## config.mk

```make
export PLATFORM = sky130hd
export DESIGN_NAME = soundex_code_encoder_flat
export DESIGN_NICKNAME = d
export VERILOG_FILES = /design/src/hw/rtl/sdx_pkg.sv /design/src/hw/rtl/sdx_stream_if.sv /design/src/hw/rtl/sdx_emitter.sv /design/src/hw/rtl/soundex_code_encoder.sv /design/src/flat_wrapper.sv
export SDC_FILE = /design/constraint.sdc
export NUM_CORES = 1
export LEC_CHECK = 0
export ABC_AREA = 0
export BUFFER_PORTS_ARGS = -buffer_cell sky130_fd_sc_hd__buf_4
export CAP_MARGIN = 20
export CORE_AREA = 2 2 71 73
export DETAILED_ROUTE_END_ITERATION = 6
export DIE_AREA = 0 0 73 75
export PLACE_DENSITY_LB_ADDON = 0.25
export SYNTH_ARGS = -nofsm -noshare
export SYNTH_HDL_FRONTEND = slang
export SYNTH_SLANG_ARGS = --single-unit
```

## constraint.sdc

```tcl
create_clock -name clk -period 3.19 [get_ports clk]
set_input_delay 0.638 -clock clk [delete_from_list [all_inputs] [get_ports clk]]
set_output_delay 0.638 -clock clk [all_outputs]
set_load 0.03 [all_outputs]
```

## src/hw/rtl/sdx_pkg.sv

```systemverilog
// package: soundex encoder types, character constants and the letter-to-digit map
`timescale 1ns / 1ps

package sdx_pkg;

	localparam int CODE_LENGTH_DEF = 4;
	localparam int CODE_LENGTH_MAX = 16;
	// count width covers every legal code length, including the length itself
	localparam int CNT_W = $clog2(CODE_LENGTH_MAX + 1);

	localparam logic [7:0] CHAR_ZERO = 8'h30;
	localparam logic [7:0] CASE_OFFSET = 8'h20;
	localparam logic [2:0] DIGIT_NONE = 3'd0;

	typedef struct packed {
		logic [7:0]       ch;
		logic             has_ch;
		logic [CNT_W-1:0] total;
		logic [CNT_W-1:0] start;
	} sdx_job_t;

	function automatic logic [7:0] sdx_upper(input logic [7:0] b);
		logic [7:0] r;
		r = b;
		if (b inside {["a":"z"]}) begin
			r = b - CASE_OFFSET;
		end
		return r;
	endfunction

	function automatic logic [2:0] sdx_digit(input logic [7:0] b);
		logic [7:0] u;
		logic [2:0] d;
		u = sdx_upper(b);
		case (u) inside
			"B", "F", "P", "V": d = 3'd1;
			"C", "G", "J", "K", "Q", "S", "X", "Z": d = 3'd2;
			"D", "T": d = 3'd3;
			"L": d = 3'd4;
			"M", "N": d = 3'd5;
			"R": d = 3'd6;
			default: d = DIGIT_NONE;
		endcase
		return d;
	endfunction

endpackage

```

## src/hw/rtl/sdx_stream_if.sv

```systemverilog
// interfaces: name byte stream and code character stream
`timescale 1ns / 1ps

interface sdx_in_if;
	logic       valid;
	logic       ready;
	logic [7:0] letter;
	logic       name_end;

	modport source (output valid, output letter, output name_end, input ready);
	modport sink (input valid, input letter, input name_end, output ready);
endinterface

interface sdx_out_if;
	logic       valid;
	logic       ready;
	logic [7:0] code_char;
	logic       code_done;

	modport source (output valid, output code_char, output code_done, input ready);
	modport sink (input valid, input code_char, input code_done, output ready);
endinterface

```

## src/hw/rtl/sdx_emitter.sv

```systemverilog
// output register: drains a job (optional character plus pads), one per cycle when ready
`timescale 1ns / 1ps

module sdx_emitter
	import sdx_pkg::*;
#(
	parameter int CODE_LENGTH = CODE_LENGTH_DEF
) (
	input  logic        clk,
	input  logic        arst_n,
	input  logic        load,
	input  sdx_job_t    job,
	output logic        take,
	sdx_out_if.source   code
);

	localparam logic [CNT_W-1:0] CODE_LEN_C = CNT_W'(CODE_LENGTH);

	logic [7:0]       ch_q;
	logic             has_ch_q;
	logic [CNT_W-1:0] remain_q;
	logic [CNT_W-1:0] pos_q;
	logic             fire;

	assign fire = code.valid && code.ready;
	// free now, or the last character of the job leaves this cycle
	assign take = (remain_q == '0) || (remain_q == CNT_W'(1) && code.ready);

	assign code.valid     = (remain_q != '0);
	assign code.code_char = has_ch_q ? ch_q : CHAR_ZERO;
	assign code.code_done = (pos_q + CNT_W'(1)) == CODE_LEN_C;

	always_ff @(posedge clk or negedge arst_n) begin
		if (!arst_n) begin
			remain_q <= '0;
			has_ch_q <= 1'b0;
		end else if (load && take) begin
			remain_q <= job.total;
			has_ch_q <= job.has_ch;
		end else if (fire) begin
			remain_q <= remain_q - CNT_W'(1);
			has_ch_q <= 1'b0;
		end
	end

	always_ff @(posedge clk) begin
		if (load && take) begin
			ch_q  <= job.ch;
			pos_q <= job.start;
		end else if (fire) begin
			pos_q <= pos_q + CNT_W'(1);
		end
	end

endmodule

```

## src/hw/rtl/soundex_code_encoder.sv

```systemverilog
// top level: streaming american soundex encoder, one name byte per transaction
`timescale 1ns / 1ps

// Soundex encoder. Names arrive one ASCII byte per transaction on name_stream, with
// name_end set on the last byte; code characters leave one per transaction on
// code_stream, code_done marking the CODE_LENGTH-th one. The first byte goes out
// uppercased; later letters map to digits 1..6 and a digit goes out only when it
// differs from the previous digit and the code is not yet full. Vowels, H, W, Y and
// non-letters give nothing and leave the previous digit as it was. On the last byte
// the code is padded with '0'. Rate: one byte is accepted every cycle while results
// drain; a byte yields zero or one character, except a last byte, which yields up to
// CODE_LENGTH characters. The output register sends one character per cycle while
// code_stream is ready, so a name's last byte holds the stream until all have left.
// A byte passes the input register and then the output register. One byte can be
// taken into the input register while the output is stalled.

module soundex_code_encoder
	import sdx_pkg::*;
#(
	parameter int CODE_LENGTH = CODE_LENGTH_DEF
) (
	input  logic      clk,
	input  logic      arst_n,
	sdx_in_if.sink    name_stream,
	sdx_out_if.source code_stream
);

	localparam logic [CNT_W-1:0] CODE_LEN_C = CNT_W'(CODE_LENGTH);

	// input register
	logic       valid_s1;
	logic [7:0] letter_s1;
	logic       name_end_s1;

	// encoder state
	logic [2:0]       prev_q;
	logic [CNT_W-1:0] count_q;
	logic             first_q;

	logic [2:0]       dig;
	logic             emit;
	logic [CNT_W-1:0] cnt_after;
	logic [CNT_W-1:0] pads;
	sdx_job_t         job;
	logic             take;
	logic             move;

	assign move = valid_s1 && take;
	assign name_stream.ready = !valid_s1 || take;

	always_ff @(posedge clk or negedge arst_n) begin
		if (!arst_n) begin
			valid_s1 <= 1'b0;
		end else if (name_stream.ready) begin
			valid_s1 <= name_stream.valid;
		end
	end

	always_ff @(posedge clk) begin
		if (name_stream.ready && name_stream.valid) begin
			letter_s1   <= name_stream.letter;
			name_end_s1 <= name_stream.name_end;
		end
	end

	// work out what this byte emits and how many pads follow
	assign dig = sdx_digit(letter_s1);

	always_comb begin
		emit      = 1'b0;
		cnt_after = count_q;
		job       = '0;
		job.start = first_q ? '0 : count_q;
		if (first_q) begin
			emit      = 1'b1;
			job.ch    = sdx_upper(letter_s1);
			cnt_after = CNT_W'(1);
		end else if (count_q < CODE_LEN_C && dig != DIGIT_NONE && dig != prev_q) begin
			emit      = 1'b1;
			job.ch    = CHAR_ZERO + {5'b0, dig};
			cnt_after = count_q + CNT_W'(1);
		end
		// count never passes the code length, so this cannot wrap
		pads       = name_end_s1 ? (CODE_LEN_C - cnt_after) : '0;
		job.has_ch = emit;
		job.total  = pads + {{(CNT_W-1){1'b0}}, emit};
	end

	// state advances when the byte hands its job to the output register
	always_ff @(posedge clk or negedge arst_n) begin
		if (!arst_n) begin
			prev_q  <= DIGIT_NONE;
			count_q <= '0;
			first_q <= 1'b1;
		end else if (move) begin
			if (name_end_s1) begin
				prev_q  <= DIGIT_NONE;
				count_q <= '0;
				first_q <= 1'b1;
			end else begin
				if (emit) begin
					prev_q <= dig;
				end
				count_q <= cnt_after;
				first_q <= 1'b0;
			end
		end
	end

	sdx_emitter #(
		.CODE_LENGTH(CODE_LENGTH)
	) u_emitter (
		.clk    (clk),
		.arst_n (arst_n),
		.load   (move),
		.job    (job),
		.take   (take),
		.code   (code_stream)
	);

endmodule

```

## src/flat_wrapper.sv

```systemverilog
// flat-port wrapper written by rule: the top's interface ports become plain ports
module soundex_code_encoder_flat import sdx_pkg::*;
#(
	parameter int CODE_LENGTH = CODE_LENGTH_DEF
)
  (clk, arst_n, name_stream_valid, name_stream_letter, name_stream_name_end, name_stream_ready, code_stream_valid, code_stream_code_char, code_stream_code_done, code_stream_ready);
  sdx_in_if name_stream_i ();
  sdx_out_if code_stream_i ();
  input  logic clk;
  input  logic arst_n;
  input wire logic [$bits(name_stream_i.valid)-1:0] name_stream_valid;
  input wire logic [$bits(name_stream_i.letter)-1:0] name_stream_letter;
  input wire logic [$bits(name_stream_i.name_end)-1:0] name_stream_name_end;
  output wire logic [$bits(name_stream_i.ready)-1:0] name_stream_ready;
  output wire logic [$bits(code_stream_i.valid)-1:0] code_stream_valid;
  output wire logic [$bits(code_stream_i.code_char)-1:0] code_stream_code_char;
  output wire logic [$bits(code_stream_i.code_done)-1:0] code_stream_code_done;
  input wire logic [$bits(code_stream_i.ready)-1:0] code_stream_ready;
  assign name_stream_i.valid = name_stream_valid;
  assign name_stream_i.letter = name_stream_letter;
  assign name_stream_i.name_end = name_stream_name_end;
  assign name_stream_ready = name_stream_i.ready;
  assign code_stream_valid = code_stream_i.valid;
  assign code_stream_code_char = code_stream_i.code_char;
  assign code_stream_code_done = code_stream_i.code_done;
  assign code_stream_i.ready = code_stream_ready;
  soundex_code_encoder #(.CODE_LENGTH(CODE_LENGTH)) u_core (.clk(clk), .arst_n(arst_n), .name_stream(name_stream_i), .code_stream(code_stream_i));
endmodule
```

Word level (Yosys, flattened, before mapping)
Index checks and enable logic that the tools add are counted.

storage, ports and cells
  bits in registers = 38
  input port bits = 13
  logic and storage cells = 88
  output and inout port bits = 11

cells by class
  muxes and demuxes = 26
  reduce and logical (&&, ||, !) cells = 21
  magnitude comparators = 3
  add/subtract/negate cells = 7
  equality and inequality tests = 21

operators with widths
  kind                                                                   number
  8-bit by 7-bit == test with 1-bit output, second input constant        18
  5-bit two-way mux                                                      9
  8-bit two-way mux                                                      4
  3-bit two-way mux                                                      8
  5-bit by 1-bit adder with 5-bit output, second input constant          2
  8-bit by 7-bit >= comparator with 1-bit output, second input constant  1
  8-bit by 7-bit <= comparator with 1-bit output, second input constant  1
  1-bit logical AND                                                      8
  8-bit OR reduction                                                     1
  8-bit by 6-bit subtractor with 8-bit output, second input constant     1
  6-bit by 3-bit adder with 7-bit output, first input constant           1
  5-bit by 1-bit adder with 5-bit output                                 1
  5-bit by 1-bit == test with 1-bit output, second input constant        1
  5-bit by 3-bit == test with 1-bit output, second input constant        1
  5-bit zero test                                                        1
  5-bit by 3-bit < comparator with 1-bit output, second input constant   1
  1-bit two-way mux                                                      5
  5-bit nonzero test                                                     1
  3-bit by 5-bit subtractor with 5-bit output, first input constant      1
  5-bit by 1-bit subtractor with 5-bit output, second input constant     1
  2-bit nonzero test                                                     2
  2-bit OR reduction                                                     2
  4-bit OR reduction                                                     1
  3-bit != test                                                          1
  4 further kinds                                                        5

Logic depth before layout (Yosys ltp)
  word-level depth = 19
  gate-level depth with buffers = 16
  depth with buffers taken out = 15

Modules after synthesis
Synthesis repeated with hierarchy kept, for this count alone.

second synthesis, totals
  cells, all modules = 249
  area, all modules = 2466.1 µm²

modules (own cells, without submodules)
  module                seq. area each (µm²)  instances  area an instance (µm²)  cells each
  soundex_code_encoder  521.8                 1          1501.4                  164
  sdx_emitter           540.5                 1          964.7                   85

Worst setup path after synthesis
OpenSTA, ideal clock, no wires.

  path kind = flip-flop to flip-flop
  start = register u_core.letter_s1[0]
  end = register u_core.u_emitter.remain_q[4]
  cell stages (with the launch flop) = 15
  setup slack = -39 ps
  path buffers = 1
  arrival time = 3097 ps
  library setup time = 132 ps
  required time = 3058 ps
  period minus slack after synthesis = 3229 ps
  cells stage by stage = edfxtp_1 buf_6 or2_0 o32a_1 and4_4 o2111ai_4 nand2_1 mux2_2 nand2_1 ha_1 nor4b_1 or4_1 nand3_1 xnor2_1 o21ai_1

between the ends
  cells in the longest elaborated chain, start to end = 19
  elaborated cells on any way between the ends = 45
  classes of those cells = add/sub (3); order compare (2); eq/ne (19); mux (13); reduce/logical (8)

ends and longest elaborated chain
  element                                                                                                                  RTL line                    text
  from (decl)                                                                                                              soundex_code_encoder.sv:32  logic [7:0] letter_s1;
  from (signal assigned)                                                                                                   soundex_code_encoder.sv:61  letter_s1 <= name_stream.letter;
  8-bit by 7-bit >= comparator with 1-bit output / 8-bit by 7-bit <= comparator with 1-bit output (equally long branches)  sdx_pkg.sv:25               if (b inside {["a":"z"]}) begin
  1-bit logical AND                                                                                                        sdx_pkg.sv:25
  8-bit two-way mux *                                                                                                      sdx_pkg.sv:25
  8-bit by 7-bit == test with 1-bit output                                                                                 soundex_code_encoder.sv:67  assign dig = sdx_digit(letter_s1);
  2-bit OR reduction / 3-bit two-way mux (equally long branches)                                                           sdx_pkg.sv:35               case (u) inside
  3-bit two-way mux (4 in a row)                                                                                           sdx_pkg.sv:35
  3-bit two-way mux *                                                                                                      sdx_pkg.sv:35
  3-bit nonzero test                                                                                                       soundex_code_encoder.sv:78  end else if (count_q < CODE_LEN_C && dig != DIGIT_NONE && dig != prev_q) begin
  1-bit logical AND                                                                                                        soundex_code_encoder.sv:78
  1-bit logical AND *                                                                                                      soundex_code_encoder.sv:78
  5-bit two-way mux                                                                                                        soundex_code_encoder.sv:78
  5-bit two-way mux                                                                                                        soundex_code_encoder.sv:74  if (first_q) begin
  3-bit by 5-bit subtractor with 5-bit output                                                                              soundex_code_encoder.sv:84  pads = name_end_s1 ? (CODE_LEN_C - cnt_after) : '0;
  5-bit two-way mux                                                                                                        soundex_code_encoder.sv:84
  5-bit by 1-bit adder with 5-bit output *                                                                                 soundex_code_encoder.sv:86  job.total = pads + {{(CNT_W-1){1'b0}}, emit};
  5-bit two-way mux *                                                                                                      sdx_emitter.sv:37           end else if (load && take) begin
  to (signal assigned)                                                                                                     sdx_emitter.sv:38           remain_q <= job.total;
  to (signal assigned)                                                                                                     sdx_emitter.sv:41           remain_q <= remain_q - CNT_W'(1);
  to (decl)                                                                                                                sdx_emitter.sv:21           logic [CNT_W-1:0] remain_q;

Every way passes the cells marked *; elsewhere a longest branch is shown, timed or not.
A chain may end at the register's enable or synchronous reset.

Final worst setup path
  start = register u_core.letter_s1[1]
  end = register u_core.u_emitter.remain_q[4]

The elaborated chain is that of the path after synthesis.

==> run_summary.xml <==
<?xml version="1.0" encoding="UTF-8"?>
<metrics>
  <group name="timing">
    <metric name="relSlewSlack" unit="%">57.9</metric>
    <metric name="rsz0062_at_grt" unit="">true</metric>
    <metric name="layout_min_cycle_time" unit="ps">3150</metric>
    <metric name="fin_worst_skew" unit="ps">6.58</metric>
    <metric name="final_min_period_over_clock_period" unit="%">98.8</metric>
    <metric name="setup-violations-final" unit="">0</metric>
    <metric name="timing_worst_slew_pin_value" unit="ps">630</metric>
    <metric name="slew_viol_final" unit="">0</metric>
    <metric name="fmax" unit="MHz">317</metric>
    <metric name="postLayoutSetupSlackWorst" unit="ps">39.0</metric>
    <metric name="final_hold_violation_count" unit="">0</metric>
  </group>
  <group name="placed_design">
    <metric name="place_ws" unit="ps">-20.2</metric>
    <metric name="placement.cell_area" unit="um^2">2710</metric>
    <metric name="detailed_place_hpwl" unit="mm">3.72</metric>
    <metric name="buffer_ports.inserted" unit="">23</metric>
    <metric name="gpl.final_weighted_congestion" unit="">0.886</metric>
  </group>
  <group name="global_route">
    <metric name="first_global_vias" unit="">1848</metric>
    <metric name="global_route.overflow_total" unit="">0</metric>
    <metric name="grt_use_total" unit="%">20.8</metric>
    <metric name="grt_pass1_wl" unit="mm">8.64</metric>
    <metric name="antenna_found_initial" unit="">0</metric>
    <metric name="grt_start_max_net_pins" unit="">24</metric>
  </group>
  <group name="critical_path">
    <metric name="critPathCaptureType" unit="">register</metric>
    <metric name="crit_path_cell_trace" unit="">or2_1 -&gt; o32a_1 -&gt; and4_4 -&gt; o2111ai_4 -&gt; nand2_2 -&gt; mux2_4 -&gt; nand2_4 -&gt; ha_4 -&gt; buf_6 -&gt; nor2b_2 -&gt; or4_4 -&gt; nand3_2 -&gt; xnor2_2 -&gt; o21ai_1</metric>
    <metric name="critPathMaxFanout" unit="">4</metric>
    <metric name="arrival_time_at_the_worst_endpoint" unit="ps">3330</metric>
    <metric name="critical-path-max-stage-delay" unit="ps">430</metric>
    <metric name="path_class" unit="">reg -&gt; reg</metric>
    <metric name="element_type_at_the_critical_path_start" unit="">register</metric>
    <metric name="crit_path_top_delay_cell" unit="">sky130_fd_sc_hd__edfxtp_1</metric>
    <metric name="crit_required" unit="ps">3370</metric>
  </group>
  <group name="finish">
    <metric name="finish.net_count" unit="">310</metric>
    <metric name="area.growth.synth_to_final" unit="%">24.4</metric>
    <metric name="antenna_cells" unit="">0</metric>
    <metric name="share_of_layout_cells_above_drive_strength_1" unit="%">30.0</metric>
    <metric name="postLayoutCellArea" unit="um^2">2980</metric>
    <metric name="num-fill-cells" unit="">366</metric>
  </group>
  <group name="detailed_routing">
    <metric name="route.detailed.drc" unit="">0</metric>
    <metric name="num_vias" unit="">2007</metric>
    <metric name="firstDrtPassIters" unit="">4</metric>
    <metric name="vias_per_cell" unit="">5.83</metric>
    <metric name="number_of_routed_nets_with_antenna_violations" unit="">0</metric>
    <metric name="detail_route.iter0.violations" unit="">219</metric>
    <metric name="routed_wl" unit="mm">5.43</metric>
    <metric name="drt-wirelength-per-cell" unit="um">15.8</metric>
  </group>
  <group name="clock_network">
    <metric name="clock_sinks" unit="">38</metric>
    <metric name="h-tree-depth" unit="">2</metric>
    <metric name="clk_pin_slew_worst_paths" unit="ps">80</metric>
    <metric name="clkLatencyLatePin" unit="ps">290</metric>
    <metric name="cts_buffer_count" unit="">5</metric>
    <metric name="cts_tree" unit="">yes</metric>
    <metric name="cts_root_buffer" unit="">sky130_fd_sc_hd__clkbuf_8</metric>
    <metric name="hold_fix_buffers_at_cts" unit="">0</metric>
    <metric name="maximum_root_to_sink_buffer_count" unit="">2</metric>
  </group>
  <group name="yosys">
    <metric name="synth_edf_count" unit="">22</metric>
    <metric name="synth_sequential_area_ratio" unit="%">44.4</metric>
    <metric name="synthesis.yosys.warnings" unit="">0</metric>
    <metric name="synthArstFlopShare" unit="%">42.1</metric>
    <metric name="synthCells" unit="">243</metric>
    <metric name="synthesis.area_per_instance" unit="um^2">9.85</metric>
    <metric name="synth-seq-cells" unit="">38</metric>
    <metric name="yosysUniqueCellTypes" unit="">58</metric>
    <metric name="postSynth.topFlopCell" unit="">sky130_fd_sc_hd__edfxtp_1</metric>
    <metric name="mappedNetlistArea" unit="um^2">2390</metric>
    <metric name="postSynthNetCount" unit="">264</metric>
  </group>
  <group name="floorplan">
    <metric name="die-area" unit="um^2">5480</metric>
    <metric name="starting_density_of_the_core" unit="%">51.4</metric>
    <metric name="io-pin-count" unit="">24</metric>
    <metric name="row_count" unit="">25</metric>
    <metric name="die_w" unit="um">73</metric>
    <metric name="chipHeight" unit="um">75</metric>
    <metric name="core" unit="um^2">4660</metric>
  </group>
  <group name="status">
    <metric name="status" unit="">finished, final reports clean</metric>
  </group>
  <group name="pwr">
    <metric name="cellPowerDensity" unit="nW/um^2">883</metric>
    <metric name="static-leakage-power" unit="nW">1.24</metric>
    <metric name="irDropWorstVdd" unit="uV">511</metric>
  </group>
  <group name="run">
    <metric name="max-cap-violations" unit="">0</metric>
  </group>
  <group name="worst_hold_path">
    <metric name="min_path_type" unit="">in -&gt; async</metric>
  </group>
</metrics>
-- repair_timing --
action | CTS | global route
buffers inserted | 8 | 1
gates resized for setup | 11 | 14
pin swaps | 8 | 6
endpoints found under the setup margin | 1 | 1
-- critical path, delay by kind of cell (launching register included) --
kind            cells  cell delay, ps
fa+ha+maj           1             170
buf+inv             1             110
flops               1             430
simple gates        7            1210
compound gates      3             650
mux                 1             330
xor+xnor            1             120
-- stage by stage --
stage          power, mW  hold slack [ps]  util (%)  std cells  TNS [ps]
3_5_place_dp        2.14              522      58.2        327     -20.2
4_1_cts             2.54              202      62.3        343         0
6_report            2.63              200      63.9        344         0
5_1_grt             2.82              203      63.9        344     -42.4
2_1_floorplan       1.75              342         -        243         0
3_3_place_gp        2.11              519      58.2        327         0
-- final timing paths --
kind	from	to	slack, ps	cells past startpoint
max	u_core.letter_s1[1]$_DFFE_PP_	u_core.u_emitter.remain_q[4]$_DFFE_PN0P_	40	14
min	arst_n	u_core.prev_q[2]$_DFFE_PN0P_	200	1
max reg2reg	u_core.letter_s1[1]$_DFFE_PP_	u_core.u_emitter.remain_q[4]$_DFFE_PN0P_	40	14
min reg2reg	u_core.u_emitter.remain_q[1]$_DFFE_PN0P_	u_core.u_emitter.remain_q[1]$_DFFE_PN0P_	550	2
max in group asynchronous	arst_n	u_core.first_q$_DFFE_PN1P_	2730	1
min in group clk	name_stream_letter[3]	u_core.letter_s1[3]$_DFFE_PP_	510	1
-- Yosys cell counts (8+ instances only) --
master	number	area (um^2)
sky130_fd_sc_hd__nand2_1	24	90.1
sky130_fd_sc_hd__edfxtp_1	22	661
sky130_fd_sc_hd__dfrtp_1	15	375
sky130_fd_sc_hd__a21oi_1	14	70.1
sky130_fd_sc_hd__nor2_1	14	52.6
sky130_fd_sc_hd__o21ai_0	14	70.1
sky130_fd_sc_hd__inv_1	13	48.8
sky130_fd_sc_hd__nand3_1	12	60.1
sky130_fd_sc_hd__and2_1	11	68.8
sky130_fd_sc_hd__ha_1	8	100
sky130_fd_sc_hd__nor2b_1	8	50.1
-- layout by cell type (no fill, tap or decap), types with 2 or more instances in the layout --
master | synthesis | final
sky130_fd_sc_hd__a21oi_1 | 14 | 14
sky130_fd_sc_hd__and3_1 | 2 | 2
sky130_fd_sc_hd__nand2b_1 | 6 | 6
sky130_fd_sc_hd__o31ai_1 | 5 | 4
sky130_fd_sc_hd__and4b_1 | 2 | 2
sky130_fd_sc_hd__clkbuf_8 | 0 | 5
sky130_fd_sc_hd__nor2b_1 | 8 | 7
sky130_fd_sc_hd__inv_1 | 13 | 13
sky130_fd_sc_hd__xnor2_1 | 5 | 4
sky130_fd_sc_hd__ha_2 | 0 | 2
sky130_fd_sc_hd__dfrtp_1 | 15 | 15
sky130_fd_sc_hd__buf_4 | 1 | 49
sky130_fd_sc_hd__nor3_1 | 4 | 4
sky130_fd_sc_hd__o22ai_1 | 2 | 2
sky130_fd_sc_hd__nor2_2 | 0 | 2
sky130_fd_sc_hd__nand2_1 | 24 | 22
sky130_fd_sc_hd__a32oi_2 | 1 | 2
sky130_fd_sc_hd__a31oi_4 | 2 | 2
sky130_fd_sc_hd__a21o_1 | 2 | 2
sky130_fd_sc_hd__o2bb2ai_1 | 2 | 2
sky130_fd_sc_hd__edfxtp_1 | 22 | 22
sky130_fd_sc_hd__and2_1 | 11 | 10
sky130_fd_sc_hd__nand3_1 | 12 | 11
sky130_fd_sc_hd__o21ai_0 | 14 | 14
sky130_fd_sc_hd__xor2_1 | 4 | 4
sky130_fd_sc_hd__nor2_1 | 14 | 12
sky130_fd_sc_hd__or3_1 | 2 | 2
sky130_fd_sc_hd__a22oi_1 | 6 | 5
sky130_fd_sc_hd__ha_1 | 8 | 5
sky130_fd_sc_hd__mux2i_1 | 2 | 2
-- per-layer routing --
layer	share of wire [%]	up-vias	global-route usage [%]
met3	6.5	10	3.75
li1	-	974	-
met2	48	83	34.4
met5	0	-	0
met4	1.3	0	6.38
met1	44	940	27.9
-- report_power, final --
part	internal (mW)	leakage (nW)	switching, mW
Clock	0.153	0.0441	0.179
Sequential	0.752	0.403	0.178
Combinational	0.593	0.791	0.774
-- flip-flops by register name, indices dropped and copies added, names as in the netlist --
signal                     count
u_core.first_q                 1
u_core.prev_q                  3
u_core.u_emitter.has_ch_q      1
u_core.name_end_s1             1
u_core.u_emitter.remain_q      5
u_core.count_q                 5
u_core.letter_s1               8
u_core.u_emitter.pos_q         5
u_core.valid_s1                1
u_core.u_emitter.ch_q          8
-- logic make-up after synthesis --
group,count (synthesis),share of synthesized area [%]
compound gates,64,20.4
xor+xnor,10,3.97
fa+ha+maj,8,4.18
buf+inv,26,5.02
flops,38,44.4
mux,3,1.31
simple gates,94,20.7
-- cell type report --
class / instances / area (um^2) / share of cell area, %
Clock buffer: 5 / 68.8 / 2.31
Clock inverter: 3 / 21.3 / 0.715
Inverter: 14 / 52.6 / 1.77
Multi-Input combinational cell: 179 / 1320 / 44.3
Sequential cell: 38 / 1060 / 35.7
Tap cell: 54 / 67.6 / 2.27
Timing Repair Buffer: 51 / 384 / 12.9
Note: power is estimated with default switching activity, not from simulation.
